$ cat src/sv/ilpa_pkg.sv
// Package for the lease pool allocator: table size, action, status and register codes.
// Shared by the controller, the datapath and the top level.
package ilpa_pkg;

  localparam int unsigned TableEntries = 64;
  localparam int unsigned IdxW = $clog2(TableEntries);
  localparam int unsigned CntW = $clog2(TableEntries + 1);
  localparam int unsigned StepLimit = 2 * (TableEntries + 8);
  localparam int unsigned StepW = $clog2(StepLimit + 2);
  localparam logic [32:0] SecMax = 33'h1_FFFF_FFFF;

  typedef enum logic [2:0] {
    ActTick    = 3'd0,
    ActQuery   = 3'd1,
    ActAssign  = 3'd2,
    ActReserve = 3'd3,
    ActRelease = 3'd4,
    ActNext    = 3'd5,
    ActRsv6    = 3'd6,
    ActRsv7    = 3'd7
  } action_e;

  typedef enum logic [1:0] {
    StOk     = 2'd0,
    StInUse  = 2'd1,
    StNoFree = 2'd2,
    StFull   = 2'd3
  } status_e;

  typedef enum logic [1:0] {
    EntExpired  = 2'd0,
    EntReserved = 2'd1,
    EntAssigned = 2'd2,
    EntUnused   = 2'd3
  } entry_state_e;

  typedef enum logic [2:0] {
    RegNet   = 3'd0,
    RegMask  = 3'd1,
    RegBcast = 3'd2,
    RegSrv   = 3'd3,
    RegLease = 3'd4,
    RegRsv   = 3'd5,
    RegExcl1 = 3'd6,
    RegExcl2 = 3'd7
  } reg_e;

  typedef enum logic [2:0] {
    CtlIdle,
    CtlScan,
    CtlEval,
    CtlWrite,
    CtlNextStep,
    CtlDone
  } ctl_state_e;

  // controller -> datapath
  typedef struct packed {
    logic load;       // capture input word
    logic scan_clr;   // restart table scan
    logic scan_adv;   // advance scan index
    logic commit;     // apply write / state update for the item
    logic next_adv;   // step next-free candidate
    logic finish;     // present result
  } dp_cmd_t;

  // datapath -> controller
  typedef struct packed {
    logic scan_last;  // scan index reached entry count
    logic hit;        // entry found for the current address
    logic next_done;  // next-free search settled
  } dp_sts_t;

endpackage

$ cat src/sv/ilpa_ctrl.sv
// Controller state machine for the lease pool allocator.
// Sequences scan, evaluate, write and next-free steps. Depends on ilpa_pkg.
module ilpa_ctrl (
  input  logic               clk_i,
  input  logic               rst_ni,
  input  logic               start_i,
  input  logic [2:0]         action_i,
  input  ilpa_pkg::dp_sts_t  sts_i,
  output ilpa_pkg::dp_cmd_t  cmd_o,
  output logic               busy_o
);

  ilpa_pkg::ctl_state_e state_q, state_d;

  always_ff @(posedge clk_i or negedge rst_ni) begin
    if (!rst_ni) state_q <= ilpa_pkg::CtlIdle;
    else         state_q <= state_d;
  end

  always_comb begin
    state_d = state_q;
    cmd_o = '0;
    busy_o = (state_q != ilpa_pkg::CtlIdle);
    unique case (state_q)
      ilpa_pkg::CtlIdle: if (start_i) begin
        cmd_o.load = 1'b1; cmd_o.scan_clr = 1'b1;
        state_d = ilpa_pkg::CtlScan;
      end
      ilpa_pkg::CtlScan: begin
        cmd_o.scan_adv = 1'b1;
        if (sts_i.scan_last) state_d = ilpa_pkg::CtlEval;
      end
      ilpa_pkg::CtlEval: begin
        if (action_i == ilpa_pkg::ActNext) begin
          cmd_o.next_adv = 1'b1;
          state_d = ilpa_pkg::CtlNextStep;
        end else state_d = ilpa_pkg::CtlWrite;
      end
      ilpa_pkg::CtlNextStep: begin
        if (sts_i.next_done) state_d = ilpa_pkg::CtlWrite;
        else begin
          cmd_o.scan_clr = 1'b1;
          state_d = ilpa_pkg::CtlScan;
        end
      end
      ilpa_pkg::CtlWrite: begin
        cmd_o.finish = 1'b1;
        state_d = ilpa_pkg::CtlDone;
      end
      ilpa_pkg::CtlDone: begin
        cmd_o.commit = 1'b1;
        state_d = ilpa_pkg::CtlIdle;
      end
      default: state_d = ilpa_pkg::CtlIdle;
    endcase
  end

`ifndef SYNTH
  a_one_cmd: assert property (@(posedge clk_i) disable iff (!rst_ni)
    $onehot0({cmd_o.finish, cmd_o.commit, cmd_o.next_adv}))
    else $error("conflicting commands");
  a_commit_after: assert property (@(posedge clk_i) disable iff (!rst_ni)
    cmd_o.finish |=> cmd_o.commit)
    else $error("commit did not follow result");
  a_load_idle: assert property (@(posedge clk_i) disable iff (!rst_ni)
    cmd_o.load |-> !busy_o)
    else $error("load while busy");
`endif

endmodule

$ cat config.mk
export PLATFORM = sky130hd
export DESIGN_NAME = ilpa_ctrl
export DESIGN_NICKNAME = d
export VERILOG_FILES = /design/src/sv/ilpa_pkg.sv /design/src/sv/ilpa_ctrl.sv
export SDC_FILE = /design/constraint.sdc
export NUM_CORES = 1
export LEC_CHECK = 0
export BUFFER_PORTS_ARGS = -buffer_cell sky130_fd_sc_hd__buf_2
export CORE_AREA = 2 2 39 41
export CTS_BUF_LIST = sky130_fd_sc_hd__clkbuf_4 sky130_fd_sc_hd__clkbuf_8
export DETAILED_ROUTE_END_ITERATION = 8
export DIE_AREA = 0 0 41 43
export GPL_TIMING_DRIVEN = 1
export PLACE_DENSITY = 0.53
export RECOVER_POWER = 50
export SETUP_SLACK_MARGIN = 0.5
export SYNTH_ARGS = -nofsm -noshare
export SYNTH_HDL_FRONTEND = slang
export SYNTH_SLANG_ARGS = --single-unit
$ cat constraint.sdc
create_clock -name clk_i -period 1.7 [get_ports clk_i]
set_clock_uncertainty 0.1 [all_clocks]
set_input_delay 0.085 -clock clk_i [delete_from_list [all_inputs] [get_ports clk_i]]
set_output_delay 0.085 -clock clk_i [all_outputs]
set_load 0.01 [all_outputs]
### Word-level counts from Yosys, hierarchy flattened

Cells that the tools add are included.

* register bits after elaboration: 3
* word-level logic and storage cells: 26

* multiplexer cells: 14
* reduce and logical (&&, ||, !) cells: 3
* eq/ne operators: 8

Operators by type and width (count)
* case mux 3 bit (5 select lines): 1
* equality test 3 bit, second input constant: 3
* two-way mux 3 bit: 3
* two-way mux 1 bit: 7
* equality test 3 x 2 -> 1 bit, second input constant: 2
* two-way mux 2 bit: 2
* != test 2 bit, second input constant: 2
* equality test 3 x 1 -> 1 bit, second input constant: 1
* zero test 3 bit: 1
* nonzero test 3 bit: 1
* case mux 1 bit (2 select lines): 1
* AND reduction 2 bit: 1

### Longest topological paths before layout

Gate-level depths: netlist of the first run.

* depth after elaboration: 3
* depth in mapped cells: 4

### Worst setup path before layout of the first run

No wires, ideal clock.

* kind: reg-to-reg
* start point: reg state_q[2]
* end point: reg state_q[1]
* path slack: 443 ps
* stages on the path, launching flop included: 5
* clock period less this slack: 1257 ps
* buffers on the path: 1
* arrival: 1075 ps
* data required time: 1518 ps
* cell sequence: dfrtp_1 buf_6 nand2b_4 or3_4 a22oi_2

* word-level cells in the longest chain between the ends: 3
* elaborated cells on any way between the ends: 9
* those cells by class: eq/ne (6); mux (1); reduce/logical (2)

Ends and longest elaborated chain
* start: declaration: line ilpa_ctrl.sv:13 `ilpa_pkg::ctl_state_e state_q, state_d;`
* start signal: assignment: line ilpa_ctrl.sv:16 `if (!rst_ni) state_q <= ilpa_pkg::CtlIdle;`
* start signal: assignment: line ilpa_ctrl.sv:17 `else state_q <= state_d;`
* equality test 3 x 1 -> 1 bit / zero test 3 bit (equally long branches): line ilpa_ctrl.sv:24 `unique case (state_q)`
* != test 2 bit (no source line)
* AND reduction 2 bit (no source line)

Several ways; a longest one is shown, not always the timed one.
A chain may end at the register's enable or synchronous reset.

==> results of run 1 <==
-- worst register-to-register path, delay by kind of cell, from the launching register on --
kind	cells	cell delay [ns]
flip-flops	1	0.44
AO/OA/AOI/OAI	1	0.14
AND/OR/NAND/NOR	2	0.61
-- worst min path at each step --
stage | to | cells after the start | start
after floorplan | state_q[0] | 0 | rst_ni
after global placement | state_q[2] | 1 | rst_ni
after detailed placement | state_q[2] | 1 | rst_ni
after CTS | state_q[0] | 3 | start_i
after global routing | state_q[0] | 3 | start_i
final | state_q[0] | 3 | start_i
-- synth_stat cells, types with 2 or more instances --
cell	instances
dfrtp_1	3
inv_1	2
nor2_1	5
nor3b_1	3
-- per-stage QoR --
stage	std cells	util (%)
2_1_floorplan	27	-
3_3_place_gp	56	23.3
3_5_place_dp	56	23.3
4_1_cts	66	30.7
5_1_grt	67	33.5
6_report	67	33.5
-- per-layer routing --
layer	wire, microns	global-route usage [%]
met5	0	0
met4	16	6.00
met3	46	0
met2	322	10.9
met1	276	8.77
-- logic make-up after synthesis --
kind of cell	Yosys count	synth area share, %
DFF	3	31.1
muxes	1	4.15
buffers and inverters	3	7.77
and+or+nand+nor	15	41.5
AOI/OAI and AO/OA	5	15.5
-- where the power goes --
group | leakage (nW) | switching [W] | internal [W]
Clock | 0.0184 | 0.0000372 | 0.000104
Combinational | 0.161 | 0.000240 | 0.000264
Sequential | 0.0360 | 0.0000285 | 0.000104
-- cell usage in the layout (no fill, tap or decap), drive strengths merged --
cell type,instances
a21oi,1
a22oi,1
a31oi,1
and2,1
and3b,1
buf,18
clkbuf,6
dfrtp,3
dlygate4sd3,1
inv,2
mux2i,1
nand2b,1
nor2,5
nor2b,1
nor3b,3
o21ai,1
o311ai,1
or2,1
or3,2
-- what timing repair did --
item,in CTS,in global routing
gates cloned,0,0
pin swaps,2,2
setup buffers,5,1
gates resized for setup,10,9
hold endpoints to repair,3,0
hold buffers,1,0
setup endpoints to repair,9,9
-- layout make-up --
type                            instances  area (sq um)
Clock buffer                            4          30.0
Fill cell                             153           920
Inverter                                2          7.51
Multi-Input combinational cell         21           191
Sequential cell                         3          77.6
Tap cell                               16          20.0
Timing Repair Buffer                   21           138
==> impl_metrics.tcl, run 1 <==
set metrics [dict create \
    status "finished clean" \
    cp-endpoint "cmd_o[2]" \
    die_h_microns 43 \
    clk-insertion-delay-late_ns 0.23 \
    ys_ff_latch 3 \
    pin_count 16 \
    synth-edff-count 0 \
    synth_top_cell_area_share_pct 31.1 \
    rsz0062_at_grt "yes" \
    place_area_sq_um 323 \
    antenna_found_initial 0 \
    drt_iter0_drc 2 \
    synth_nets 36 \
    top_regs "state_q x3" \
    drt_first_pass_iters 4 \
    clock.fmax_mhz 706 \
    cp_slowest_cell "dfrtp_1" \
    yosysTopAreaCell "dfrtp_1" \
    grt_first_pass_wirelength_microns 862 \
    cp_cell_sequence "buf_4, buf_6, nor3b_2, buf_2" \
    layout-drive-gt1-share_pct 72.5 \
    nets 61 \
    cts_tree "built" \
    path_delay_family "flip-flops" \
    setup_viol 0 \
    yosysSeqAreaShare_pct 31.1 \
    cts-root-buf "clkbuf_4" \
    setup_tns_ns 0 \
    dp_hpwl_microns 412 \
    cp-end-kind "primary output" \
    critical-path-max-stage-delay_ns 0.44 \
    synth_area_leaders "dfrtp_1 (31%), nor3b_1 (9.3%), nor2_1 (7.8%), nand2b_4 (5.7%), a22oi_2 (5.2%)" \
    crit_type "reg2out" \
    wire_per_inst_microns 9.88 \
    p_per_area_nw_per_um2 1680 \
    registers.top_by_ff_count "state_q" \
    grt.total_usage_pct 7.15 \
    cp.required_ns 1.51 \
    startpoint "state_q[2]" \
    r2r_setup_slack_ns 0.33 \
    cts_made_buffers 3 \
    fin_ws_ns 0.284 \
    min_period_ns 1.42 \
    synth.distinct_cells 18 \
    drt-total-wl_microns 662 \
    die-area_sq_um 1760 \
    coreArea_sq_um 1380 \
    yosys_warnings 0 \
    cp_max_fo 5 \
    start_util_pct 17.5 \
    grt_pass1_vias 237 \
    regToRegStartpoint "state_q[2]" \
    max-vdd-ir-drop_uv 483 \
    grt_overflow 0 \
    async_reset_ff_share_pct 100 \
    post-place-ws_ns 0.403 \
    io_buffers 14 \
    syn_inst 27 \
    ant_nets 0 \
    drc 0 \
    syn_to_final_growth_pct 92.2 \
    worst_slew_pin_slew_ns 0.219 \
    cts_buffer_depth 2 \
    vias 289 \
    path_buf_inv 3 \
    htreeDepth 1 \
    gp_congestion 0.724 \
    core.rowCount 14 \
    syn_area_sq_um 241 \
    arrival_ns 1.23 \
    reg2reg_to "state_q[1]" \
    finalMaxSlewViolations 0 \
    ys.flop_type "dfrtp_1" \
    hold_class "in2reg" \
    clkSinkCount 3 \
    finalHoldViolCount 0 \
    power.total_w 0.000779 \
    start_kind "register" \
    whs_ns 0.0388 \
    diodes 0 \
    drv.max_cap_violation_count 0 \
    via_per_inst 4.31 \
    period_share_pct 83.3 \
    p_leak_nw 0.216 \
    die_width_microns 41 \
    grt_max_degree 8 \
    largest_reg_flops 3 \
    slew_headroom_pct 85.4 \
    avgSynthCellArea_sq_um 8.94 \
    ff2ff_path_depth 3 \
    cp_num_cells 4 \
    clk_pin_slew_ns 0.04 \
    final_area_sq_um 464 \
]
No activity file was read; power rests on OpenSTA's default activity.
==> run 2, diff against run 1 <==
--- a/config.mk
+++ b/config.mk
@@ -11,7 +11,7 @@
 export DETAILED_ROUTE_END_ITERATION = 8
 export DIE_AREA = 0 0 41 43
 export GPL_TIMING_DRIVEN = 1
-export PLACE_DENSITY = 0.53
+export PLACE_DENSITY = 0.55
 export RECOVER_POWER = 50
 export SETUP_SLACK_MARGIN = 0.5
 export SYNTH_ARGS = -nofsm -noshare
==> constraint.sdc (replaced) <==
create_clock -name clk_i -period 1.28 [get_ports clk_i]
set_clock_uncertainty 0.1 [all_clocks]
set_input_delay 0.064 -clock clk_i [delete_from_list [all_inputs] [get_ports clk_i]]
set_output_delay 0.064 -clock clk_i [all_outputs]
set_load 0.01 [all_outputs]
==> run 2 against run 1 <==
The run now ends with negative setup slack left. Clock power increased by 34%. Worst hold slack lost 0.011 ns. Global-route usage grew 2.4 points. Non-clock buffer count is 3 higher. Combinational power up 43%. Sequential power grew 31%. First-iteration DRC count is 50% lower. Largest cell class unchanged.
==> impl_metrics.tcl, run 2 (synthesis gave the netlist of run 1 again) <==
set metrics [dict create \
    status "complete, but fails checks" \
    crit_type "reg2out" \
    vias 291 \
    drt_iter0_drc 1 \
    drt_first_pass_iters 2 \
    via_per_inst 4.16 \
    layout-drive-gt1-share_pct 75.9 \
    min_period_ns 1.38 \
    pin_count 16 \
    cts-root-buf "clkbuf_4" \
    grt_overflow 0 \
    p_leak_nw 0.233 \
    die_h_microns 43 \
    drv.max_cap_violation_count 0 \
    grt_pass1_vias 270 \
    period_share_pct 108 \
    setup_tns_ns -0.415 \
    start_util_pct 17.5 \
    grt_first_pass_wirelength_microns 1040 \
    fin_ws_ns -0.103 \
    critical-path-max-stage-delay_ns 0.41 \
    fin_util_pct 35.3 \
    cp_max_fo 4 \
    cp.required_ns 1.12 \
    cts_tree "built" \
    clk-insertion-delay-late_ns 0.23 \
    wire_per_inst_microns 9.77 \
    cp_slowest_cell "dfrtp_2" \
    ant_nets 0 \
    clock.fmax_mhz 723 \
    cts_buffer_depth 2 \
    io_buffers 14 \
    nets 64 \
    dp_hpwl_microns 445 \
    antenna_found_initial 0 \
    diodes 0 \
    core.rowCount 14 \
    grt.total_usage_pct 9.57 \
    grt_max_degree 8 \
    worst_slew_pin_slew_ns 0.239 \
    cp_cell_sequence "or3_4, nor2_2, buf_2" \
    slew_headroom_pct 83.8 \
    coreArea_sq_um 1380 \
    clk_pin_slew_ns 0.04 \
    p_per_area_nw_per_um2 2230 \
    syn_to_final_growth_pct 102 \
    finalHoldViolCount 0 \
    arrival_ns 1.22 \
    max-vdd-ir-drop_uv 722 \
    drc 0 \
    registers.top_by_ff_count "state_q" \
    start_kind "register" \
    die-area_sq_um 1760 \
    die_width_microns 41 \
    rsz0062_at_grt "yes" \
    cts_made_buffers 3 \
    hold_class "in2reg" \
    setup_viol 7 \
    drt-total-wl_microns 684 \
    place_area_sq_um 345 \
    top_regs "state_q x3" \
    power.total_w 0.00109 \
    cp-end-kind "primary output" \
    gp_congestion 0.739 \
    htreeDepth 1 \
    violations "negative setup slack" \
    final_area_sq_um 488 \
    final_common_cell "buf_2" \
    layout_common_cells "buf_2 (12), buf_4 (7), clkbuf_4 (4)" \
    largest_reg_flops 3 \
    finalMaxSlewViolations 0 \
    clkSinkCount 3 \
]
## run 2: worst paths after layout
check	startpoint	end	slack, ns	depth (start not counted)
hold reg to reg	state_q[2]	state_q[2]	0.61	3
max in group asynchronous	rst_ni	state_q[2]	0.85	2
setup reg to reg	state_q[2]	state_q[1]	-0.02	4
hold / removal	start_i	state_q[0]	0.03	3
min in group asynchronous	rst_ni	state_q[0]	0.06	2
setup / recovery	state_q[1]	cmd_o[5]	-0.10	3
## run 2: worst max-delay path, delay by kind of cell, from the launching register on
family	cells	cell delay [ns]
buffers and inverters	1	0.12
flip-flops	1	0.41
AND/OR/NAND/NOR	2	0.44
## run 2: what timing repair did
item | in CTS | in global routing
buffers inserted | 6 | 0
pin swaps | 1 | 2
gates resized for setup | 9 | 8
setup endpoints to repair | 10 | 10
hold buffers | 1 | 0
endpoints found under the hold margin | 3 | 0
## run 2: layer usage
metal / vias to the layer above / global-route usage, % / part of all wire [%]
met1: 128 / 9.74 / 41
li1: 148 / - / -
met5: - / 0 / 0
met3: 2 / 3.14 / 7.2
met4: 0 / 10.0 / 2.8
met2: 13 / 13.8 / 49
## run 2: where the power goes
part	internal, W	switching [W]
Sequential	0.000140	0.0000341
Combinational	0.000394	0.000329
Clock	0.000138	0.0000512
## run 2: per-stage QoR
stage          instances  worst slack (ns)  hold WS, ns
4_1_cts               70            -0.103       0.0472
3_5_place_dp          59            0.0324       -0.238
3_3_place_gp          59            0.0253       -0.239
5_1_grt               70            -0.144       0.0543
2_1_floorplan         27            0.0229       -0.332
6_report              70            -0.103       0.0274
## run 2: cell type report
cell class	count	area, sq um
well taps	16	20.0
clock buffers	4	30.0
fillers	150	896
flip-flops and latches	3	78.8
inverters	2	7.51
repair buffers	24	160
multi-input cells	21	191
